$ cat src/ffhp_pkg.sv
`default_nettype none
package ffhp_pkg;

    localparam int unsigned BYTE_W   = 8;
    localparam int unsigned NUMBER_W = 36;
    localparam int unsigned SAMP_W   = 16;
    localparam int unsigned RATE_W   = 18;
    localparam int unsigned CHAN_W   = 5;
    localparam int unsigned BITS_W   = 5;
    localparam int unsigned CONT_W   = 3;

    localparam logic [BYTE_W-1:0] SYNC0_BYTE = 8'hFF;
    localparam logic [BYTE_W-1:0] SYNC1_MASK = 8'hFC;
    localparam logic [BYTE_W-1:0] SYNC1_CODE = 8'hF8;

    typedef enum logic [1:0] {
        ST_OK   = 2'd0,
        ST_SYNC = 2'd1,
        ST_LEAD = 2'd2
    } t_status;

    typedef enum logic [2:0] {
        POS_SYNC0 = 3'd0,
        POS_SYNC1 = 3'd1,
        POS_SIZE  = 3'd2,
        POS_CHAN  = 3'd3,
        POS_LEAD  = 3'd4,
        POS_CONT  = 3'd5
    } t_pos;

    typedef struct packed {
        t_status               status;
        logic                  variable_blocking;
        logic [SAMP_W-1:0]     block_samples;
        logic [RATE_W-1:0]     rate_hz;
        logic [CHAN_W-1:0]     channel_count;
        logic [BITS_W-1:0]     sample_bits;
        logic [NUMBER_W-1:0]   coded_number;
    } t_result;

    function automatic logic [SAMP_W-1:0] f_samples(input logic [3:0] code);
        logic [SAMP_W-1:0] v;
        case (code)
            4'd0:    v = 16'd0;
            4'd1:    v = 16'd192;
            4'd2:    v = 16'd576;
            4'd3:    v = 16'd1152;
            4'd4:    v = 16'd2304;
            4'd5:    v = 16'd4608;
            4'd6:    v = 16'd1;
            4'd7:    v = 16'd2;
            4'd8:    v = 16'd256;
            4'd9:    v = 16'd512;
            4'd10:   v = 16'd1024;
            4'd11:   v = 16'd2048;
            4'd12:   v = 16'd4096;
            4'd13:   v = 16'd8192;
            4'd14:   v = 16'd16384;
            default: v = 16'd32768;
        endcase
        return v;
    endfunction

    function automatic logic [RATE_W-1:0] f_rate(input logic [3:0] code);
        logic [RATE_W-1:0] v;
        case (code)
            4'd1:    v = 18'd88200;
            4'd2:    v = 18'd176400;
            4'd3:    v = 18'd192000;
            4'd4:    v = 18'd8000;
            4'd5:    v = 18'd16000;
            4'd6:    v = 18'd22050;
            4'd7:    v = 18'd24000;
            4'd8:    v = 18'd32000;
            4'd9:    v = 18'd44100;
            4'd10:   v = 18'd48000;
            4'd11:   v = 18'd96000;
            4'd12:   v = 18'd1;
            4'd13:   v = 18'd2;
            4'd14:   v = 18'd3;
            default: v = 18'd0;
        endcase
        return v;
    endfunction

    function automatic logic [BITS_W-1:0] f_bits(input logic [2:0] code);
        logic [BITS_W-1:0] v;
        case (code)
            3'd1:    v = 5'd8;
            3'd2:    v = 5'd12;
            3'd4:    v = 5'd16;
            3'd5:    v = 5'd20;
            3'd6:    v = 5'd24;
            default: v = 5'd0;
        endcase
        return v;
    endfunction

endpackage
`default_nettype wire

$ cat src/ffhp_decode.sv
`default_nettype none
module ffhp_decode (
    input  wire logic                           i_sync_err,
    input  wire ffhp_pkg::t_status              i_status,
    input  wire logic                           i_blocking,
    input  wire logic [ffhp_pkg::BYTE_W-1:0]    i_size_rate,
    input  wire logic [ffhp_pkg::BYTE_W-1:0]    i_chan_bits,
    input  wire logic [ffhp_pkg::NUMBER_W-1:0]  i_number,
    output ffhp_pkg::t_result                   o_result
);
    import ffhp_pkg::*;

    logic [CHAN_W-1:0] chan;

    always_comb begin
        case (i_chan_bits[7:4])
            4'd8, 4'd9, 4'd10: chan = 5'd2;
            default:           chan = {1'b0, i_chan_bits[7:4]} + 5'd1;
        endcase
    end

    always_comb begin
        if (i_sync_err) begin
            o_result        = '0;
            o_result.status = ST_SYNC;
        end else begin
            o_result.status            = i_status;
            o_result.variable_blocking = i_blocking;
            o_result.block_samples     = f_samples(i_size_rate[7:4]);
            o_result.rate_hz           = f_rate(i_size_rate[3:0]);
            o_result.channel_count     = chan;
            o_result.sample_bits       = f_bits(i_chan_bits[3:1]);
            o_result.coded_number      = i_number;
        end
    end

endmodule
`default_nettype wire

$ cat src/ffhp_parser.sv
`default_nettype none
module ffhp_parser (
    input  wire logic                         i_clk,
    input  wire logic                         i_rst_n,
    input  wire logic                         i_en,
    input  wire logic [ffhp_pkg::BYTE_W-1:0]  i_byte,
    input  wire logic                         i_start,
    output logic                              o_emit,
    output ffhp_pkg::t_result                 o_result
);
    import ffhp_pkg::*;

    logic                r_active, n_active;
    t_pos                r_pos, n_pos;
    logic [CONT_W-1:0]   r_cont, n_cont;
    logic [NUMBER_W-1:0] r_acc, n_acc;
    logic                r_blocking, n_blocking;
    logic [BYTE_W-1:0]   r_size_rate, n_size_rate;
    logic [BYTE_W-1:0]   r_chan_bits, n_chan_bits;

    logic                active;
    t_pos                pos;
    logic [CONT_W-1:0]   cont;
    logic [NUMBER_W-1:0] acc;
    logic                lead_ok;
    logic [CONT_W-1:0]   lead_extra;
    logic [6:0]          lead_val;
    logic [CONT_W-1:0]   cont_dec;
    logic                sync_err;
    t_status             status;
    logic [NUMBER_W-1:0] number;

    always_ff @(posedge i_clk) begin
        if (!i_rst_n) begin
            r_active    <= 1'b0;
            r_pos       <= POS_SYNC0;
            r_cont      <= '0;
            r_acc       <= '0;
            r_blocking  <= 1'b0;
            r_size_rate <= '0;
            r_chan_bits <= '0;
        end else if (i_en) begin
            r_active    <= n_active;
            r_pos       <= n_pos;
            r_cont      <= n_cont;
            r_acc       <= n_acc;
            r_blocking  <= n_blocking;
            r_size_rate <= n_size_rate;
            r_chan_bits <= n_chan_bits;
        end
    end

    // lead byte of the coded number: length and value bits
    always_comb begin
        lead_ok    = 1'b1;
        lead_extra = 3'd0;
        lead_val   = 7'd0;
        if (i_byte[7] == 1'b0) begin
            lead_val = i_byte[6:0];
        end else if (i_byte[7:5] == 3'b110) begin
            lead_extra = 3'd1;
            lead_val   = {2'b0, i_byte[4:0]};
        end else if (i_byte[7:4] == 4'b1110) begin
            lead_extra = 3'd2;
            lead_val   = {3'b0, i_byte[3:0]};
        end else if (i_byte[7:3] == 5'b11110) begin
            lead_extra = 3'd3;
            lead_val   = {4'b0, i_byte[2:0]};
        end else if (i_byte[7:2] == 6'b111110) begin
            lead_extra = 3'd4;
            lead_val   = {5'b0, i_byte[1:0]};
        end else if (i_byte[7:1] == 7'b1111110) begin
            lead_extra = 3'd5;
            lead_val   = {6'b0, i_byte[0]};
        end else if (i_byte == 8'hFE) begin
            lead_extra = 3'd6;
        end else begin
            lead_ok = 1'b0;
        end
    end

    always_comb begin
        active = i_start ? 1'b1 : r_active;
        pos    = i_start ? POS_SYNC0 : r_pos;
        cont   = i_start ? '0 : r_cont;
        acc    = i_start ? '0 : r_acc;

        n_active    = active;
        n_pos       = pos;
        n_cont      = cont;
        n_acc       = acc;
        n_blocking  = r_blocking;
        n_size_rate = r_size_rate;
        n_chan_bits = r_chan_bits;

        cont_dec = (cont != '0) ? cont - 3'd1 : cont;
        o_emit   = 1'b0;
        sync_err = 1'b0;
        status   = ST_OK;
        number   = acc;

        if (active) begin
            case (pos)
                POS_SYNC0: begin
                    if (i_byte != SYNC0_BYTE) begin
                        n_active = 1'b0;
                        o_emit   = 1'b1;
                        sync_err = 1'b1;
                    end else begin
                        n_pos = POS_SYNC1;
                    end
                end
                POS_SYNC1: begin
                    if ((i_byte & SYNC1_MASK) != SYNC1_CODE) begin
                        n_active = 1'b0;
                        o_emit   = 1'b1;
                        sync_err = 1'b1;
                    end else begin
                        n_blocking = i_byte[0];
                        n_pos      = POS_SIZE;
                    end
                end
                POS_SIZE: begin
                    n_size_rate = i_byte;
                    n_pos       = POS_CHAN;
                end
                POS_CHAN: begin
                    n_chan_bits = i_byte;
                    n_pos       = POS_LEAD;
                end
                POS_LEAD: begin
                    if (!lead_ok) begin
                        n_active = 1'b0;
                        o_emit   = 1'b1;
                        status   = ST_LEAD;
                        number   = '0;
                    end else begin
                        n_acc  = {{(NUMBER_W-7){1'b0}}, lead_val};
                        number = n_acc;
                        if (lead_extra == '0) begin
                            n_active = 1'b0;
                            o_emit   = 1'b1;
                        end else begin
                            n_cont = lead_extra;
                            n_pos  = POS_CONT;
                        end
                    end
                end
                default: begin
                    n_acc  = {acc[NUMBER_W-7:0], i_byte[5:0]};
                    n_cont = cont_dec;
                    number = n_acc;
                    if (cont_dec == '0) begin
                        n_active = 1'b0;
                        o_emit   = 1'b1;
                    end
                end
            endcase
        end
    end

    ffhp_decode u_decode (
        .i_sync_err  (sync_err),
        .i_status    (status),
        .i_blocking  (r_blocking),
        .i_size_rate (r_size_rate),
        .i_chan_bits (r_chan_bits),
        .i_number    (number),
        .o_result    (o_result)
    );

endmodule
`default_nettype wire

$ cat src/flac_frame_header_parser_unit.sv
`default_nettype none
// Frame header parser: takes one header byte per cycle on the input channel
// and gives at most one result word per header. The byte that completes the
// header (sync failure, the last byte of the coded number, or an invalid lead
// byte) passes through the input register, and its word is registered in the
// result register once that register is free. Throughput is one byte per
// clock, set by the single input register / parse / result register path;
// back-pressure on the result side stalls the input only when both registers
// are full. Asserting i_frame_start with a byte restarts parsing with that
// byte as the first sync byte; bytes outside a header are dropped.
module flac_frame_header_parser_unit (
    input  wire logic                           i_clk,
    input  wire logic                           i_rst_n,
    input  wire logic                           i_valid,
    output logic                                o_ready,
    input  wire logic [ffhp_pkg::BYTE_W-1:0]    i_header_byte,
    input  wire logic                           i_frame_start,
    output logic                                o_valid,
    input  wire logic                           i_ready,
    output logic [1:0]                          o_status,
    output logic                                o_variable_blocking,
    output logic [ffhp_pkg::SAMP_W-1:0]         o_block_samples,
    output logic [ffhp_pkg::RATE_W-1:0]         o_rate_hz,
    output logic [ffhp_pkg::CHAN_W-1:0]         o_channel_count,
    output logic [ffhp_pkg::BITS_W-1:0]         o_sample_bits,
    output logic [ffhp_pkg::NUMBER_W-1:0]       o_coded_number
);
    import ffhp_pkg::*;

    logic              r_in_valid;
    logic [BYTE_W-1:0] r_in_byte;
    logic              r_in_start;
    logic              r_out_valid;
    t_result           r_out;
    logic              advance;
    logic              emit;
    t_result           result;

    assign advance = !r_out_valid || i_ready;
    assign o_ready = !r_in_valid || advance;

    always_ff @(posedge i_clk) begin
        if (!i_rst_n) begin
            r_in_valid <= 1'b0;
        end else if (o_ready) begin
            r_in_valid <= i_valid;
        end
    end

    always_ff @(posedge i_clk) begin
        if (i_valid && o_ready) begin
            r_in_byte  <= i_header_byte;
            r_in_start <= i_frame_start;
        end
    end

    ffhp_parser u_parser (
        .i_clk    (i_clk),
        .i_rst_n  (i_rst_n),
        .i_en     (r_in_valid && advance),
        .i_byte   (r_in_byte),
        .i_start  (r_in_start),
        .o_emit   (emit),
        .o_result (result)
    );

    always_ff @(posedge i_clk) begin
        if (!i_rst_n) begin
            r_out_valid <= 1'b0;
        end else if (advance) begin
            r_out_valid <= r_in_valid && emit;
        end
    end

    always_ff @(posedge i_clk) begin
        if (advance && r_in_valid && emit) begin
            r_out <= result;
        end
    end

    assign o_valid             = r_out_valid;
    assign o_status            = r_out.status;
    assign o_variable_blocking = r_out.variable_blocking;
    assign o_block_samples     = r_out.block_samples;
    assign o_rate_hz           = r_out.rate_hz;
    assign o_channel_count     = r_out.channel_count;
    assign o_sample_bits       = r_out.sample_bits;
    assign o_coded_number      = r_out.coded_number;

endmodule
`default_nettype wire

$ cat config.mk
export PLATFORM = sky130hd
export DESIGN_NAME = flac_frame_header_parser_unit
export DESIGN_NICKNAME = d
export VERILOG_FILES = /design/src/ffhp_pkg.sv /design/src/ffhp_decode.sv /design/src/ffhp_parser.sv /design/src/flac_frame_header_parser_unit.sv
export SDC_FILE = /design/constraint.sdc
export NUM_CORES = 1
export LEC_CHECK = 0
export ABC_AREA = 1
export BUFFER_PORTS_ARGS = -buffer_cell sky130_fd_sc_hd__buf_2
export CORE_ASPECT_RATIO = 1.75
export CORE_MARGIN = 2
export CORE_UTILIZATION = 55
export CTS_BUF_LIST = sky130_fd_sc_hd__clkbuf_4
export DETAILED_ROUTE_END_ITERATION = 10
export PLACE_DENSITY = 0.86
export SYNTH_ARGS = -nofsm -noshare
export SYNTH_HDL_FRONTEND = slang
export SYNTH_SLANG_ARGS = --single-unit
$ cat constraint.sdc
create_clock -name i_clk -period 4.32 [get_ports i_clk]
set_input_delay 0.216 -clock i_clk [delete_from_list [all_inputs] [get_ports i_clk]]
set_output_delay 0.216 -clock i_clk [all_outputs]
set_load 0.03 [all_outputs]
==> summary.txt <==
Status
  • Status: complete, no violations

Route
  • Drt wl/cell: 15.5 um
  • Final ANT Viol Nets: 0
  • Post-Route WL: between 15 and 20 mm
  • Number of DRC markers in iteration 0: 689
  • Drt via density: 5.72
  • # DRC: 0
  • Via Count: 6924
  • TritonRoute pass-1 iters: 9

Cells and area
  • Fin area: 0.00846 mm2
  • Synthesis-to-finish area growth: 11.9%
  • Final net count: 1050
  • Layout cells sized above 1: 0.141

Clock tree
  • Clock Latency Late Sink: 570 ps
  • H-Tree Depth: 4
  • CTS tree: built
  • Clock slew at reported path FFs: 150 ps
  • Post-cts hold buffer count: 12
  • Post-CTS Repair Setup Buffers: 0
  • Clock sink total: 147
  • Post_cts resized: 0
  • TritonCTS Buffers: 17
  • Clock root cell: clkbuf_4
  • CTS max path bufs: 2

Worst hold path
  • Hold worst-path end: r_in_start$_DFFE_PP_
  • Hold path depth: 2
  • HP Start: i_frame_start
  • Worst min-delay path category: in2reg

Synth
  • Mapped cell area: approximately 0.0076 mm2
  • Async set-or-reset flop fraction in the synthesized netlist: 0
  • Commonest cells post-synth: nand2_1 (169), nor2_1 (119), o21ai_0 (109)
  • Synth area leaders: edfxtp_1 (34%), dfxtp_1 (16%), nand2_1 (8.4%)
  • Sequential share of the synthesized area: 0.503
  • Gate Count Post-Synth: about 940
  • Synth area leader: edfxtp_1
  • Number of synthesized register bits: 147
  • Syn avg cell area: 8.01 um2
  • Post-synth EDFFs: 86
  • Ys Warns: 0
  • Top-count cell post-synth: nand2_1
  • Ys flop type: edfxtp_1
  • Synth cell types: 35
  • Top cell type's share of synthesized area: 0.342

Die
  • Top-level I/O count: 98
  • Starting Density: 0.562
  • Num rows: 56
  • Full die area: about 0.015 mm2
  • Die height: 159 um
  • Die Span X: just over 90 um
  • Core ar.: 0.0135 mm2

Placed design
  • Post-placement cell area: approximately 0.008 mm2
  • Detailed placer's ending HPWL: ~12 mm
  • IO Port Bufs: 91
  • Routability Congestion: 0.997

Setup path
  • Critical R2R Capture: o_coded_number[31]$_SDFFCE_PP0P_
  • CP arrival: ~3600 ps
  • FF-to-FF Start: u_parser.r_pos[2]$_SDFFE_PN0P_
  • Critical Path Source Type: register
  • Classification of the worst setup path: reg2reg
  • FF-to-FF setup slack: 980 ps
  • Worst reg2reg path depth: 10
  • CP Capture Type: register
  • Maximum fanout along the worst path: 77
  • Worst EP required: 4540 ps

GRT
  • Vias in the first global route: 6639
  • Initial antenna violation count: 1
  • GRT Total Usage: 0.259
  • Largest net degree at the start of global routing: approximately 80
  • First-pass GRT wire length: 30.8 mm
  • GRT overflow: 0

Timing
  • Setup Skew: 30.1 ps
  • Slew Limit Fails: 0
  • RSZ-0062 raised after global routing: no
  • Final setup TNS: 0 ps
  • Relative slew slack: 0.342
  • Final setup viols: 0
  • Fmax: around 0.3 GHz
  • Hold Vio Cnt, Final: 0
  • Final period util: 0.773
  • Tmin final: 3340 ps
  • Min Hold Slack: 340 ps
  • Worst-Margin Slew: 988 ps

Flow run
  • Max-cap violations: 0

Power and ir drop
  • Worst VDD drop: 0.156 mV
  • Power Total: about 2.8 mW
  • Power per cell area: about 330 mW/mm2
  • Pleak: 3.36 nW
-- per-stage QoR --
stage | util | setup WS, ps | std cells
after floorplan | - | 659 | 949
after global placement | 0.599 | 1190 | 1165
after detailed placement | 0.599 | 1100 | 1165
after CTS | 0.629 | 1060 | 1209
after global routing | 0.629 | 726 | 1210
final | 0.629 | 982 | 1210
-- cell usage in the layout (no fill, tap or decap), types with 4 or more instances in the layout --
cell,count
dlygate4sd3_1,12
inv_1,92
nor2_1,119
o211ai_1,17
inv_6,5
nand4_1,16
edfxtp_1,86
and2_1,11
o21ai_1,4
clkbuf_4,17
nand3_1,41
o21ai_0,109
conb_1,6
ha_1,15
buf_4,9
buf_2,91
nand2_1,169
a31oi_1,5
o22ai_1,5
nor3_1,21
nor4_1,12
inv_2,5
a21oi_1,78
dfxtp_1,61
-- cells by family (layout without fill, tap and decap cells) --
logic type,count (synthesis),in the layout,synth area share
buf+inv,158,244,0.0859
compound gates,223,223,0.157
fa+ha+maj,15,15,0.0248
xor+xnor,2,2,0.00232
simple gates,398,398,0.226
flops,147,147,0.503
other cells,1,7,0.000496
-- layout make-up --
class / instances / area [um2]
well taps: 174 / 218
repair buffers: 113 / 663
diodes: 1 / 2.50
multi-input cells: 644 / 3130
flip-flops and latches: 147 / 3800
clock buffers: 17 / 128
inverters: 99 / 374
fillers: 1174 / 4990
clock inverters: 15 / 145
-- critical path, stage by stage, from the launching register on --
cell	delay, ps
dfxtp_1	750
inv_2	460
nor2_4	320
nand2_1	80
buf_4	250
inv_1	340
nand2_1	130
nand3_1	100
nand2_1	70
inv_2	100
buf_12	340
-- sequential cells by signal (all words and copies together) (netlist names), 2 cells and up --
signal,flops
o_coded_number,36
u_parser.r_acc,36
o_rate_hz,18
o_block_samples,12
r_in_byte,8
u_parser.r_size_rate,8
u_parser.r_chan_bits,7
o_channel_count,5
o_sample_bits,3
u_parser.r_cont,3
u_parser.r_pos,3
o_status,2
-- per-layer routing --
metal,routed length (um),part of all wire,vias up,GRT usage
li1,-,-,3325,-
met1,6850,0.37,3158,0.286
met5,0,0,-,0
met2,9710,0.52,365,0.450
met4,853,0.046,0,0.158
met3,1290,0.069,76,0.0521
-- how the worst max path moves through the flow --
stage	start	cells after the start	to	slack [ps]
floorplan	r_in_start$_DFFE_PP_	11	o_block_samples[0]$_SDFFCE_PP0P_	660
global placement	u_parser.r_pos[2]$_SDFFE_PN0P_	10	o_coded_number[33]$_SDFFCE_PP0P_	1190
detailed placement	u_parser.r_pos[2]$_SDFFE_PN0P_	10	o_rate_hz[3]$_SDFFCE_PP0P_	1100
CTS	u_parser.r_pos[2]$_SDFFE_PN0P_	10	o_rate_hz[1]$_SDFFCE_PP0P_	1060
global route	u_parser.r_pos[2]$_SDFFE_PN0P_	10	o_coded_number[1]$_SDFFCE_PP0P_	730
finish	u_parser.r_pos[2]$_SDFFE_PN0P_	10	o_coded_number[31]$_SDFFCE_PP0P_	980
-- where the power goes --
part | total (mW) | internal [mW] | switching (mW)
combinational | 0.354 | 0.0957 | 0.258
clock | 0.859 | 0.302 | 0.557
sequential | 1.57 | 1.54 | 0.0324
Note: power is estimated with default switching activity, not from simulation.
